`src/hw/rtl/ftbb_pkg.sv`:
```
// Shared types and constants for the feedback token bounding box unit.
package ftbb_pkg;

  localparam int WORD_W  = 21;
  localparam int CODE_W  = 16;
  localparam int COUNT_W = 15;
  localparam int CFG_IDX_W = 2;

  // Register indexes of the configuration port
  localparam logic [CFG_IDX_W-1:0] REG_CHOSEN_NAME  = 2'd0;
  localparam logic [CFG_IDX_W-1:0] REG_MARKER_CODE  = 2'd1;
  localparam logic [CFG_IDX_W-1:0] REG_POLYGON_CODE = 2'd2;

  localparam logic [CODE_W-1:0] CHOSEN_NAME_RST  = 16'd0;
  localparam logic [CODE_W-1:0] MARKER_CODE_RST  = 16'd1792;
  localparam logic [CODE_W-1:0] POLYGON_CODE_RST = 16'd1795;

  localparam logic signed [WORD_W-1:0] SENTINEL_POS = 21'sd999999;
  localparam logic signed [WORD_W-1:0] SENTINEL_NEG = -21'sd999999;
  localparam logic [COUNT_W-1:0]       COUNT_MAX    = 15'd32767;

  // One classified word as it travels from the front to the back
  typedef struct packed {
    logic signed [WORD_W-1:0] word;
    logic                     last;
    logic                     is_marker;
    logic                     is_name;
    logic                     is_polygon;
    logic [COUNT_W-1:0]       count;
  } cls_item_t;

endpackage

```
`src/hw/rtl/ftbb_front.sv`:
```
// Front end: configuration registers and token classification of each word.
module ftbb_front
  import ftbb_pkg::*;
(
  input  logic                     clk,
  input  logic                     rst,
  input  logic                     cfg_we,
  input  logic [CFG_IDX_W-1:0]     cfg_index,
  input  logic [CODE_W-1:0]        cfg_data,
  input  logic signed [WORD_W-1:0] word,
  input  logic                     last_word,
  output cls_item_t                item
);

  logic [CODE_W-1:0] chosen_name;
  logic [CODE_W-1:0] marker_code;
  logic [CODE_W-1:0] polygon_code;

  always_ff @(posedge clk) begin
    if (rst) begin
      chosen_name  <= CHOSEN_NAME_RST;
      marker_code  <= MARKER_CODE_RST;
      polygon_code <= POLYGON_CODE_RST;
    end else if (cfg_we) begin
      unique case (cfg_index)
        REG_CHOSEN_NAME:  chosen_name  <= cfg_data;
        REG_MARKER_CODE:  marker_code  <= cfg_data;
        REG_POLYGON_CODE: polygon_code <= cfg_data;
        default: ;
      endcase
    end
  end

  logic fits_code;

  always_comb begin
    // negative words or words above 16 bits never match a code
    fits_code       = (word[WORD_W-1:CODE_W] == '0);
    item.word       = word;
    item.last       = last_word;
    item.is_marker  = fits_code && (word[CODE_W-1:0] == marker_code);
    item.is_name    = fits_code && (word[CODE_W-1:0] == chosen_name);
    item.is_polygon = fits_code && (word[CODE_W-1:0] == polygon_code);
    if (word[WORD_W-1] || (word == '0)) begin
      item.count = '0;
    end else if (word[WORD_W-2:COUNT_W] != '0) begin
      item.count = COUNT_MAX;
    end else begin
      item.count = word[COUNT_W-1:0];
    end
  end

endmodule

```
`src/hw/rtl/ftbb_queue.sv`:
```
// Short queue of classified words between front and back.
module ftbb_queue
  import ftbb_pkg::*;
#(
  parameter int DEPTH = 4
) (
  input  logic      clk,
  input  logic      rst,
  input  logic      push,
  input  cls_item_t push_item,
  output logic      full,
  input  logic      pop,
  output logic      not_empty,
  output cls_item_t head
);

  localparam int PTR_W = (DEPTH > 1) ? $clog2(DEPTH) : 1;
  localparam int CNT_W = $clog2(DEPTH + 1);

  cls_item_t          slots [DEPTH];
  logic [PTR_W-1:0]   wr_ptr;
  logic [PTR_W-1:0]   rd_ptr;
  logic [CNT_W-1:0]   fill;

  assign full      = (fill == CNT_W'(DEPTH));
  assign not_empty = (fill != '0);
  assign head      = slots[rd_ptr];

  always_ff @(posedge clk) begin
    if (push) begin
      slots[wr_ptr] <= push_item;
    end
  end

  always_ff @(posedge clk) begin
    if (rst) begin
      wr_ptr <= '0;
      rd_ptr <= '0;
      fill   <= '0;
    end else begin
      if (push) begin
        wr_ptr <= (wr_ptr == PTR_W'(DEPTH - 1)) ? '0 : wr_ptr + 1'b1;
      end
      if (pop) begin
        rd_ptr <= (rd_ptr == PTR_W'(DEPTH - 1)) ? '0 : rd_ptr + 1'b1;
      end
      if (push && !pop) begin
        fill <= fill + 1'b1;
      end else if (pop && !push) begin
        fill <= fill - 1'b1;
      end
    end
  end

endmodule

```
`src/hw/rtl/ftbb_back.sv`:
```
// Back end: object/polygon parser, running min/max and result register.
module ftbb_back
  import ftbb_pkg::*;
(
  input  logic                     clk,
  input  logic                     rst,
  input  logic                     head_valid,
  input  cls_item_t                head,
  output logic                     pop,
  output logic                     out_valid,
  input  logic                     out_ready,
  output logic signed [WORD_W-1:0] rect_left,
  output logic signed [WORD_W-1:0] rect_right,
  output logic signed [WORD_W-1:0] rect_top,
  output logic signed [WORD_W-1:0] rect_bottom,
  output logic                     matched
);

  typedef enum logic [2:0] {
    PH_SEEK, PH_NAME, PH_BODY, PH_COUNT, PH_X, PH_Y, PH_DONE
  } phase_t;

  phase_t                   phase, phase_next;
  logic [COUNT_W-1:0]       vertices_left, vertices_left_next;
  logic signed [WORD_W-1:0] min_x, min_x_next, max_x, max_x_next;
  logic signed [WORD_W-1:0] min_y, min_y_next, max_y, max_y_next;
  logic                     found, found_next;
  logic                     slot_free;

  assign slot_free = !out_valid || out_ready;
  // only the last word needs the result register
  assign pop = head_valid && (!head.last || slot_free);

  always_comb begin
    phase_next         = phase;
    vertices_left_next = vertices_left;
    min_x_next         = min_x;
    max_x_next         = max_x;
    min_y_next         = min_y;
    max_y_next         = max_y;
    found_next         = found;
    unique case (phase)
      PH_SEEK: if (head.is_marker) phase_next = PH_NAME;
      PH_NAME: begin
        if (head.is_name) begin
          found_next = 1'b1;
          phase_next = PH_BODY;
        end else if (!head.is_marker) begin
          phase_next = PH_SEEK;
        end
      end
      PH_BODY: begin
        if (head.is_marker) phase_next = PH_DONE;
        else if (head.is_polygon) phase_next = PH_COUNT;
      end
      PH_COUNT: begin
        vertices_left_next = head.count;
        phase_next = (head.count == '0) ? PH_BODY : PH_X;
      end
      PH_X: begin
        if (head.word > max_x) max_x_next = head.word;
        if (head.word < min_x) min_x_next = head.word;
        phase_next = PH_Y;
      end
      PH_Y: begin
        if (head.word > max_y) max_y_next = head.word;
        if (head.word < min_y) min_y_next = head.word;
        if (vertices_left != '0) vertices_left_next = vertices_left - 1'b1;
        phase_next = (vertices_left_next == '0) ? PH_BODY : PH_X;
      end
      PH_DONE: ;
      default: phase_next = PH_SEEK;
    endcase
  end

  always_ff @(posedge clk) begin
    if (rst) begin
      phase         <= PH_SEEK;
      vertices_left <= '0;
      min_x         <= SENTINEL_POS;
      max_x         <= SENTINEL_NEG;
      min_y         <= SENTINEL_POS;
      max_y         <= SENTINEL_NEG;
      found         <= 1'b0;
      out_valid     <= 1'b0;
    end else begin
      if (out_ready) out_valid <= 1'b0;
      if (pop) begin
        if (head.last) begin
          rect_left   <= min_x_next;
          rect_right  <= max_x_next;
          rect_top    <= min_y_next;
          rect_bottom <= max_y_next;
          matched     <= found_next;
          out_valid   <= 1'b1;
          // buffer end: back to a clean scan
          phase         <= PH_SEEK;
          vertices_left <= '0;
          min_x         <= SENTINEL_POS;
          max_x         <= SENTINEL_NEG;
          min_y         <= SENTINEL_POS;
          max_y         <= SENTINEL_NEG;
          found         <= 1'b0;
        end else begin
          phase         <= phase_next;
          vertices_left <= vertices_left_next;
          min_x         <= min_x_next;
          max_x         <= max_x_next;
          min_y         <= min_y_next;
          max_y         <= max_y_next;
          found         <= found_next;
        end
      end
    end
  end

endmodule

```
`src/hw/rtl/feedback_token_bounding_box_unit.sv`:
```
// At best the rectangle becomes valid on m_axis after the queue and then the result register.
// Throughput: one word per cycle unless the queue is full; the back end consumes one
//   queued word per cycle and stalls only when a last word meets an untaken result in the
//   output register.
// The QUEUE_DEPTH-entry queue lets input keep flowing while the output side stalls.
// Reset (rst, synchronous) restores the registers to their defaults and starts a new scan.
module feedback_token_bounding_box_unit
  import ftbb_pkg::*;
#(
  parameter int QUEUE_DEPTH = 4
) (
  input  logic                 clk,
  input  logic                 rst,
  input  logic                 cfg_we,
  input  logic [CFG_IDX_W-1:0] cfg_index,
  input  logic [CODE_W-1:0]    cfg_data,
  input  logic                 s_axis_tvalid,
  output logic                 s_axis_tready,
  input  logic [23:0]          s_axis_tdata,  // word[20:0], zero pad
  input  logic                 s_axis_tlast,
  output logic                 m_axis_tvalid,
  input  logic                 m_axis_tready,
  // rect_left, rect_right, rect_top, rect_bottom (21 bits each), matched, zero pad
  output logic [87:0]          m_axis_tdata
);

  cls_item_t                fr_item;
  cls_item_t                q_head;
  logic                     q_full;
  logic                     q_not_empty;
  logic                     q_pop;
  logic                     push;
  logic signed [WORD_W-1:0] rect_left, rect_right, rect_top, rect_bottom;
  logic                     matched;

  assign s_axis_tready = !q_full;
  assign push          = s_axis_tvalid && s_axis_tready;

  ftbb_front u_front (
    .clk       (clk),
    .rst       (rst),
    .cfg_we    (cfg_we),
    .cfg_index (cfg_index),
    .cfg_data  (cfg_data),
    .word      (s_axis_tdata[WORD_W-1:0]),
    .last_word (s_axis_tlast),
    .item      (fr_item)
  );

  ftbb_queue #(.DEPTH(QUEUE_DEPTH)) u_queue (
    .clk       (clk),
    .rst       (rst),
    .push      (push),
    .push_item (fr_item),
    .full      (q_full),
    .pop       (q_pop),
    .not_empty (q_not_empty),
    .head      (q_head)
  );

  ftbb_back u_back (
    .clk         (clk),
    .rst         (rst),
    .head_valid  (q_not_empty),
    .head        (q_head),
    .pop         (q_pop),
    .out_valid   (m_axis_tvalid),
    .out_ready   (m_axis_tready),
    .rect_left   (rect_left),
    .rect_right  (rect_right),
    .rect_top    (rect_top),
    .rect_bottom (rect_bottom),
    .matched     (matched)
  );

  assign m_axis_tdata = {3'b000, matched, rect_bottom, rect_top, rect_right, rect_left};

`ifndef SYNTHESIS
  a_pop_needs_data: assert property (@(posedge clk) disable iff (rst)
    q_pop |-> q_not_empty) else $error("queue popped while empty");

  a_no_push_when_full: assert property (@(posedge clk) disable iff (rst)
    q_full |-> !push) else $error("word transfer into a full queue");

  a_reset_clears_output: assert property (@(posedge clk)
    rst |=> !m_axis_tvalid) else $error("result valid right after reset");

  a_unmatched_empty_rect: assert property (@(posedge clk) disable iff (rst)
    (m_axis_tvalid && !matched) |->
      (rect_left == SENTINEL_POS && rect_right == SENTINEL_NEG &&
       rect_top == SENTINEL_POS && rect_bottom == SENTINEL_NEG))
    else $error("coordinates gathered without a matched object");
`endif

endmodule

```
`config.mk`:
```
export PLATFORM = sky130hd
export DESIGN_NAME = feedback_token_bounding_box_unit
export DESIGN_NICKNAME = d
export VERILOG_FILES = /design/src/hw/rtl/ftbb_pkg.sv /design/src/hw/rtl/ftbb_front.sv /design/src/hw/rtl/ftbb_queue.sv /design/src/hw/rtl/ftbb_back.sv /design/src/hw/rtl/feedback_token_bounding_box_unit.sv
export SDC_FILE = /design/constraint.sdc
export NUM_CORES = 1
export LEC_CHECK = 0
export BUFFER_PORTS_ARGS = -buffer_cell sky130_fd_sc_hd__buf_4
export CAP_MARGIN = 10
export CORE_AREA = 2 2 235 237
export DETAILED_ROUTE_END_ITERATION = 16
export DIE_AREA = 0 0 237 239
export GPL_TIMING_DRIVEN = 0
export MAX_ROUTING_LAYER = met4
export PLACE_DENSITY = 0.62
export SLEW_MARGIN = 25
export SYNTH_ARGS = -nofsm -noshare
export SYNTH_HDL_FRONTEND = slang
export SYNTH_HIERARCHICAL = 1
export SYNTH_SLANG_ARGS = --single-unit
```
`constraint.sdc`:
```
create_clock -name clk -period 15.3 [get_ports clk]
set_clock_uncertainty 0.1 [all_clocks]
set_input_delay 2.295 -clock clk [delete_from_list [all_inputs] [get_ports clk]]
set_output_delay 2.295 -clock clk [all_outputs]
set_load 0.1 [all_outputs]
```
# After elaboration in Yosys (flattened, before gate mapping)
# Memories as Yosys holds them, arrays and structs flattened. A register that Yosys moved wholly into a read port is not among the register bits.
# Cells that the tools add are included.
[word_totals]
out_inout_bits = 90
mem_count = 1
ram_bits = 160
ff_bits = 244
[memory_table]
columns = ["name", "depth", "width", "rd", "rd_clocked_by_memory_dff", "write_ports", "line", "text"]
rows = [
  ["u_queue.slots", 4, 40, 1, 1, 1, "ftbb_queue.sv:20", "cls_item_t slots [DEPTH];"],
]
[classes]
n_lt_le_gt_ge = 4
n_reduce_logical = 32
n_mux = 41
bitwise_logic = 1
n_addsub = 5
n_eq_ne = 18
[ops]
columns = ["cell", "count"]
rows = [
  ["$mux W21", 12],
  ["$mux W15", 5],
  ["$eq A16 B16 Y1", 3],
  ["$gt A21 B21 Y1", 2],
  ["$lt A21 B21 Y1", 2],
  ["$logic_not A15 Y1", 2],
  ["$mux W3", 10],
  ["$pmux W15 S2", 1],
  ["$logic_not A21 Y1", 1],
  ["$pmux W3 S7", 1],
  ["$reduce_bool A15 Y1", 1],
  ["$sub A15 B1 Y15 const B", 1],
  ["$eq A3 B3 Y1 const B", 4],
  ["$mux W1", 8],
  ["$mux W2", 4],
  ["$reduce_and A2 Y1", 4],
  ["$logic_and A1 B1 Y1", 7],
  ["$eq A2 B2 Y1 const B", 3],
  ["$eq A3 B2 Y1 const B", 2],
  ["$reduce_bool A3 Y1", 2],
  ["$logic_not A1 Y1", 5],
  ["$logic_not A5 Y1", 1],
  ["$reduce_and A5 Y1", 1],
  ["$reduce_bool A5 Y1", 1],
  ["15 further kinds", 18],
]

# Longest topological paths before layout
# Gate-level depths: netlist of the first run.
[depth]
word_depth = 7
ltp_mapped = 13

# Cells and area by module
# The synthesis of the first run kept the hierarchy.
[modules_own_cells]
columns = ["module", "n_inst", "area_per_inst_um2", "cells_each"]
rows = [
  ["ftbb_back", 1, 9984.6, 961],
  ["ftbb_queue", 1, 6258.5, 253],
  ["ftbb_front", 1, 2538.7, 335],
  ["feedback_token_bounding_box_unit", 1, 43.8, 7],
]

# Worst setup path after synthesis of the first run
# No wires, ideal clock.
[synth_path]
path_type = "input -> register"
startpoint = "input m_axis_tready"
endpoint = "register u_back.matched (enable)"
required_ps = 14671
cell_stages = 6
arrival_time_ps = 6308
setup_ps = 529
path_buffers = 0
slack_ps = 8363
path_cell_list = "nor2b_1 -> nand2_1 -> nand2_1 -> clkinv_1 -> nand2_1 -> nor2_1"
[synth_via]
elab_chain_cells = 4
[synth_lines]
columns = ["element", "line", "text"]
rows = [
  ["start: declaration", "feedback_token_bounding_box_unit.sv:22", "input logic m_axis_tready,"],
  ["$logic_or A1 B1 Y1", "ftbb_back.sv:30", "assign slot_free = !out_valid || out_ready;"],
  ["$logic_or A1 B1 Y1", "ftbb_back.sv:32", "assign pop = head_valid && (!head.last || slot_free);"],
  ["$logic_and A1 B1 Y1", "ftbb_back.sv:32", ""],
  ["via q_pop", "feedback_token_bounding_box_unit.sv:31", "logic q_pop;"],
  ["$reduce_and A3 Y1 (no line)", "n/a", ""],
  ["end signal: assignment", "ftbb_back.sv:94", "matched <= found_next;"],
  ["end: declaration", "ftbb_back.sv:16", "output logic matched"],
]
# The timed path passes the listed nets, and every way through them passes these cells.
# A chain may end at the register's enable or synchronous reset.

# Final worst setup path of the first run
[layout_path]
startpoint = "input m_axis_tready"
endpoint = "register u_back.min_x[0]"
[layout_via]
elab_chain_cells = 3
[layout_lines]
columns = ["element", "line", "text"]
rows = [
  ["$logic_or A1 B1 Y1", "ftbb_back.sv:30", ""],
  ["$logic_or A1 B1 Y1", "ftbb_back.sv:32", ""],
  ["$logic_and A1 B1 Y1", "ftbb_back.sv:32", ""],
  ["via q_pop", "feedback_token_bounding_box_unit.sv:31", ""],
  ["end signal: assignment", "ftbb_back.sv:107", "min_x <= min_x_next;"],
  ["end: declaration", "ftbb_back.sv:25", "logic signed [WORD_W-1:0] min_x, min_x_next, max_x, max_x_next;"],
]
# The timed path passes the listed nets, and every way through them passes these cells.

==> results of run 1 <==
logic make-up (layout without fill, tap and decap cells):
logic type / after synthesis / in the layout / synth area share, %
AOI/OAI and AO/OA: 305 / 305 / 11.0
xor gates and xnor gates: 54 / 54 / 2.51
adders and majority gates: 91 / 91 / 6.09
and+or+nand+nor: 393 / 393 / 10.0
DFF: 406 / 406 / 56.2
other: 1 / 4 / 0.0199
buffers and inverters: 194 / 406 / 5.08
muxes: 112 / 112 / 9.04
cells in the mapped netlist (all sizes together), types with 5 or more instances:
library cell	instances
clkbuf	37
a22o	21
nand3b	13
nor4	22
o22ai	9
buf	59
a2bb2oi	13
mux2	64
a21oi	95
nand2	163
o31ai	6
nor2b	8
a31oi	7
xor2	41
dfxtp	161
edfxtp	245
o21ai	53
nor2	75
xnor2	13
nor3b	5
mux2i	8
nand2b	7
ha	90
nor3	14
o211ai	6
a21o	16
nand3	41
mux4	40
nand4	20
inv	97
and2	9
o32a	31
a211oi	6
o21a	5
a32o	13
how the worst max path moves through the flow:
stage / start / end
finish: m_axis_tready / u_back/min_x[0]
global placement: m_axis_tready / u_back/rect_right[13]
floorplan: m_axis_tready / u_back/matched
global route: m_axis_tready / u_back/min_x[0]
CTS: m_axis_tready / u_back/min_x[0]
detailed placement: m_axis_tready / u_back/min_x[0]
final cells by class:
class	instances	share of cell area [%]
diodes	1	0.0113
well taps	704	3.97
repair buffers	133	4.71
multi-input cells	958	33.0
clock inverters	16	0.824
plain buffers	96	2.66
inverters	98	1.66
flip-flops and latches	406	47.7
clock buffers	63	5.47
power by group through the flow:
stage / clock, mW / sequential (mW) / combinational [mW]
after global placement: 0 / 1.31 / 1.21
after detailed placement: 0 / 1.30 / 1.25
after floorplan: 0 / 1.47 / 0.703
after global routing: 1.11 / 1.29 / 1.36
after CTS: 1.06 / 1.28 / 1.26
final: 1.04 / 1.28 / 1.26
worst max-delay path: cells and delay by family:
family	cells	cell delay, ns
AO/OA/AOI/OAI	3	0.71
buffers and inverters	3	1.16
AND/OR/NAND/NOR	4	1.14
sequential cells by signal, indices dropped and copies added (netlist names), 3 cells and up, named ones only:
| signal | count |
|---|---|
| u_queue/slots | 160 |
| u_back/max_x | 21 |
| u_back/max_y | 21 |
| u_back/min_x | 21 |
| u_back/min_y | 21 |
| u_back/rect_bottom | 21 |
| u_back/rect_left | 21 |
| u_back/rect_right | 21 |
| u_back/rect_top | 21 |
| u_front/chosen_name | 16 |
| u_front/marker_code | 16 |
| u_front/polygon_code | 16 |
| u_back/vertices_left | 15 |
| u_back/phase | 3 |
| u_queue/fill | 3 |
layer usage:
layer | global-route usage (%) | vias up | share of wire, %
li1 | - | 6121 | -
met1 | 23.4 | 6454 | 45
met2 | 29.1 | 408 | 47
met3 | 2.44 | 82 | 5.2
met4 | 5.66 | 0 | 2.4
met5 | - | - | 0
metrics by stage:
step	area [um^2]	hold slack (ns)	instances	total power, mW
final	22200	0.366	2475	3.58
after global routing	22200	0.385	2474	3.75
after CTS	22200	0.366	2474	3.60
after detailed placement	20800	0.354	2395	2.55
after global placement	20700	0.347	2392	2.53
after floorplan	18800	0.342	1558	2.17
==> summary.md, run 1 <==
| Metric | Value |
|---|---|
| Status | `finished clean` |
| Drt wl/cell | `19.9 um` |
| Clock buffer depth | `3` |
| CTS H-tree lvls | `2` |
| Yosys top cell area share | `39.1%` |
| Internal | `2.26 mW` |
| #FFs+latches synth | `406` |
| Slowest cell delay on critical path | `0.58 ns` |
| Hold depth | `2` |
| Sw Share | `36.7%` |
| Global-route wire length before repair | `76,200 um` |
| Crit path top cell by count | `nand2_1` |
| Nets | `1,876` |
| Seq/Total Area, Yosys | `56.2%` |
| Post-route ant nets | `0` |
| Core Region | `54,300 um^2` |
| P&R area growth vs syn | `17.8%` |
| Clock share of power | `29.1%` |
| Multi-input logic area | `7310 um^2` |
| FFs w/ async S/R, synth | `0%` |
| Width of the chip | `237 um` |
| DRC viols | `0` |
| Final setup fails | `0` |
| Clock transition at path regs | `0.06 ns` |
| Initial antenna violation count | `0` |
| Netlist cell types | `74` |
| HP Start | `u_front/marker_code[7]` |
| Routability cong. | `0.922` |
| Final Util | `40.8%` |
| Largest net degree at the start of global routing | `41` |
| Die Span Y | `239 um` |
| Crit path max fanout | `10` |
| Setup WS pre-CTS | `9.71 ns` |
| Port bufs | `130` |
| Vias per std cell | `5.28` |
| Synth Warn # | `6` |
| Cell taking the most area after synthesis | `edfxtp_1` |
| GRT Overall Usage | `17.9%` |
| DPL Wire Length | `34,000 um` |
| Total net switching power | `1.31 mW` |
| RSZ-0062 raised after global routing | `false` |
| Full die area | `56,600 um^2` |
| Tcrit/Tclk final | `32.9%` |
| Maximum clock frequency | `199 MHz` |
| Hold_buf cts | `0` |
| WS Path Type | `input port to register` |
| Tightest Hold Check Type | `register to register` |
| Synth area leaders | `edfxtp_1 (39%), dfxtp_1 (17%), ha_1 (6.0%), mux4_2 (4.8%), mux2_2 (3.6%)` |
| # resized after CTS | `0` |
| Number of flops mapped to enable cells by yosys | `245` |
| Fill cell count | `5,100` |
| Startpoint types | `input port` |
| Setup_tns | `0 ns` |
| Cells on worst reg2reg path | `11` |
| Mapped cell area | `18,800 um^2` |
| Total I/O pin count | `138` |
| Vias in the first global route | `13,341` |
| CTS tree | `built` |
| Commonest non-fill, non-tap cell in the layout | `edfxtp_1` |
| Commonest cells after routing, fill and taps aside | `edfxtp_1 (245), nand2_1 (163), dfxtp_1 (161)` |
| Later-pin clock latency in the skew report | `0.56 ns` |
| Pleak | `8.23 nW` |
| Worst setup margin | `10.27 ns` |
| Crit path DAT | `5.31 ns` |
| Required time of the critical path | `15.58 ns` |
| Post-synthesis cell count | `1,556` |
| WHS Endpoint | `u_front/marker_code[7]` |
| Slew HR | `31.1%` |
| Total grt overflow | `0` |
| Synth Flop Type | `edfxtp_1` |
| DRT Pass-1 Iters | `5` |
| Crit path cell chain | `buf_4, nor2b_1, nand2_1, nand2_1, clkinv_1, nand2_1, o41ai_1, a311oi_1, clkbuf_1, a22oi_1` |
| Fin. Hold Viols | `0` |
| Flop2flop setup slack | `10.81 ns` |
| Slew Limit Fails | `0` |
| Starting Density | `34.6%` |
| Comb pwr share | `35.2%` |
| Row cnt | `86` |
| Clk sinks | `406` |
| Final wirelength | `49,100 um` |
| Layout cell share with drive strength beyond 1 | `20.8%` |
| Post-CTS Setup Inserts | `0` |
| Synth Area per Inst | `12.1 um^2` |
| First-iteration detailed-routing DRC count | `932` |
| Min Clock Period, post-route | `5.03 ns` |
| Seq pwr share | `35.8%` |
| CTS buffer count | `44` |
| CP max stage cell | `clkinv_1` |
| R2R Path End | `u_back/min_x[0]` |
| Worst-Margin Slew | `1.00 ns` |
| Worst setup EP type | `register` |
| CTS root buf | `clkbuf_16` |
| Peak VDD IR | `0.0792 mV` |
| Vias | `13,065` |
| Reg area | `10,600 um^2` |
| Max-cap violations | `0` |
| Pwr Density | `161 nW/um^2` |
(Power assumes the default switching activity.)
==> run 2: changes to the inputs <==
==> constraint.sdc (replaced) <==
create_clock -name clk -period 5 [get_ports clk]
set_clock_uncertainty 0.1 [all_clocks]
set_input_delay 0.75 -clock clk [delete_from_list [all_inputs] [get_ports clk]]
set_output_delay 0.75 -clock clk [all_outputs]
set_load 0.1 [all_outputs]
==> run 2 against run 1 <==
Effect of this change:
- critical path depth increased by 1
- sequential share of layout area is 0.46 points lower
- routed wire length fell by 0.50%
- utilization grew 0.40 points
- global-route usage down 0.33 points
- worst setup slack lost 9.6 ns
- highest routed layer unchanged
- register-to-register slack got worse by 10 ns
- hold slack lost 0.079 ns
- clock-buffer cell count fell by 10
- combinational power rose to 3.1 times the previous value
==> summary.md, run 2 (synthesis results as in run 1) <==
| Metric | Value |
|---|---|
| Starting Density | `34.6% (unchanged)` |
| # resized after CTS | `0 (unchanged)` |
| Total grt overflow | `0 (unchanged)` |
| Startpoint types | `register (was input port)` |
| Final wirelength | `48,900 um (was 49,100 um)` |
| DPL Wire Length | `33,800 um (was 34,000 um)` |
| Placed inst area | `20,800 um^2 (about the same)` |
| Tcrit/Tclk final | `87.5%` |
| Clock transition at path regs | `0.06 ns (about the same)` |
| Width of the chip | `237 um (unchanged)` |
| Pleak | `8.33 nW (was 8.23 nW)` |
| Finished Cell Area | `22,400 um^2 (was 22,200 um^2)` |
| Fin. Hold Viols | `0 (unchanged)` |
| Required time of the critical path | `5.31 ns (was 15.58 ns)` |
| Die Span Y | `239 um (unchanged)` |
| DRC viols | `0 (unchanged)` |
| Min Clock Period, post-route | `4.38 ns` |
| Hold_buf cts | `0 (unchanged)` |
| P&R area growth vs syn | `18.9% (was 17.8%)` |
| Status | `finished clean (unchanged)` |
| WS Path Type | `register to register (was input port to register)` |
| Slew HR | `32.1% (was 31.1%)` |
| Routability cong. | `0.896 (was 0.922)` |
| Full die area | `56,600 um^2 (unchanged)` |
| Commonest non-fill, non-tap cell in the layout | `edfxtp_1 (unchanged)` |
| Later-pin clock latency in the skew report | `0.58 ns (was 0.56 ns)` |
| Drt wl/cell | `19.7 um (was 19.9 um)` |
| First-iteration detailed-routing DRC count | `1,069 (was 932)` |
| Row cnt | `86 (unchanged)` |
| Layout cell share with drive strength beyond 1 | `21.6% (was 20.8%)` |
| Total I/O pin count | `138 (unchanged)` |
| CTS buffer count | `44 (unchanged)` |
| Peak VDD IR | `0.243 mV (was 0.0792 mV)` |
| Global-route wire length before repair | `74,800 um (was 76,200 um)` |
| Slew Limit Fails | `0 (unchanged)` |
| Final setup fails | `0 (unchanged)` |
| Post-CTS Setup Inserts | `0 (unchanged)` |
| Vias in the first global route | `13,006 (was 13,341)` |
| Core Region | `54,300 um^2 (unchanged)` |
| CTS root buf | `clkbuf_16 (unchanged)` |
| Hold Slack | `0.287 ns (was 0.366 ns)` |
| Port bufs | `130 (unchanged)` |
| Worst-Margin Slew | `0.990 ns (was 1.00 ns)` |
| Clock buffer depth | `3 (unchanged)` |
| Tightest Hold Check Type | `input port to register (was register to register)` |
| Maximum clock frequency | `229 MHz` |
| Vias | `13,176 (was 13,065)` |
| Clk sinks | `406 (unchanged)` |
| Pwr Density | `506 nW/um^2 (was 161 nW/um^2)` |
| Max FFs per register | `160 (unchanged)` |
| Commonest cells after routing, fill and taps aside | `edfxtp_1 (245), nand2_1 (163), dfxtp_1 (161) (unchanged)` |
| Crit path DAT | `4.68 ns (was 5.31 ns)` |
| Post-route ant nets | `0 (unchanged)` |
| Vias per std cell | `5.32 (was 5.28)` |
| Worst setup EP type | `register (unchanged)` |
| CTS tree | `built (unchanged)` |
| Largest reg by FF count | `u_queue/slots (unchanged)` |
| Nets | `1,876 (unchanged)` |
| GRT Overall Usage | `17.6% (was 17.9%)` |
| Initial antenna violation count | `2 (was 0)` |
| Largest net degree at the start of global routing | `41 (unchanged)` |
| Crit path max fanout | `12 (was 10)` |
| DRT Pass-1 Iters | `5 (unchanged)` |
| RSZ-0062 raised after global routing | `false (unchanged)` |
| Fill cell count | `5,008 (was 5,100)` |
| Max-cap violations | `0 (unchanged)` |
| CTS H-tree lvls | `2 (unchanged)` |
-- run 2: cell count changes in the layout (fill, tap and decap cells not counted), sizes merged --
cell | before | now
diode | 1 | 2
clkbuf | 100 | 90
clkinv | 10 | 15
bufinv | 4 | 8
clkinvlp | 1 | 3
inv | 99 | 100
-- run 2: worst max-delay path: stages, from the launching register on --
cell and delay (ns):
dfxtp_1 0.32, buf_6 0.15, buf_12 0.16, mux4_2 0.71, ha_1 0.38, a21o_1 0.18, a21o_1 0.17, a211o_1 0.33
a222oi_1 0.49, and2_1 0.25, mux2i_1 0.83, a22oi_1 0.14
-- run 2: layout make-up --
| class | instances | area, um^2 | share of cell area (%) |
|---|---|---|---|
| multi-input cells | 958 | 7310 | 32.7 |
| diodes | 2 | 5.00 | 0.0224 |
| clock inverters | 28 | 374 | 1.67 |
| plain buffers | 96 | 589 | 2.63 |
| well taps | 704 | 881 | 3.93 |
| inverters | 98 | 368 | 1.64 |
| repair buffers | 133 | 1050 | 4.69 |
| clock buffers | 53 | 1230 | 5.48 |
| flip-flops and latches | 406 | 10600 | 47.3 |
-- run 2: per-stage QoR --
stage / TNS (ns) / total power, mW / util, % / std cells / setup WS (ns)
after CTS: 0 / 11.4 / 41.2 / 2476 / 0.582
after floorplan: 0 / 6.64 / - / 1558 / 0.695
after global routing: 0 / 11.8 / 41.2 / 2478 / 0.408
after global placement: -74.98 / 7.71 / 38.1 / 2392 / -0.890
final: 0 / 11.3 / 41.2 / 2478 / 0.624
after detailed placement: 0 / 7.82 / 38.2 / 2395 / 0.577
-- run 2: path summary, 6_finish.rpt --
path                                  startpoint                    to  slack (ns)  cells past startpoint
worst min register to register  u_back/max_y[14]      u_back/max_y[14]        0.37                      1
worst max register to register          register       u_back/min_x[0]        0.62                     11
worst min-delay path                s_axis_tlast  u_queue/slots[1][18]        0.29                      1
worst max-delay path                    register       u_back/min_x[0]        0.62                     11
-- run 2: per-layer routing --
metal	share of wire, %	up-vias	global-route usage [%]
met5	0	-	-
met4	2.6	0	5.79
met3	5.9	82	2.58
met2	47	462	27.9
met1	45	6516	23.3
li1	-	6116	-
-- run 2: power by group --
part,internal [mW],switching [mW],total (mW),leakage (nW)
Clock,2.18,1.38,3.56,0.779
Sequential,3.83,0.0827,3.91,3.43
Combinational,1.21,2.65,3.85,4.13
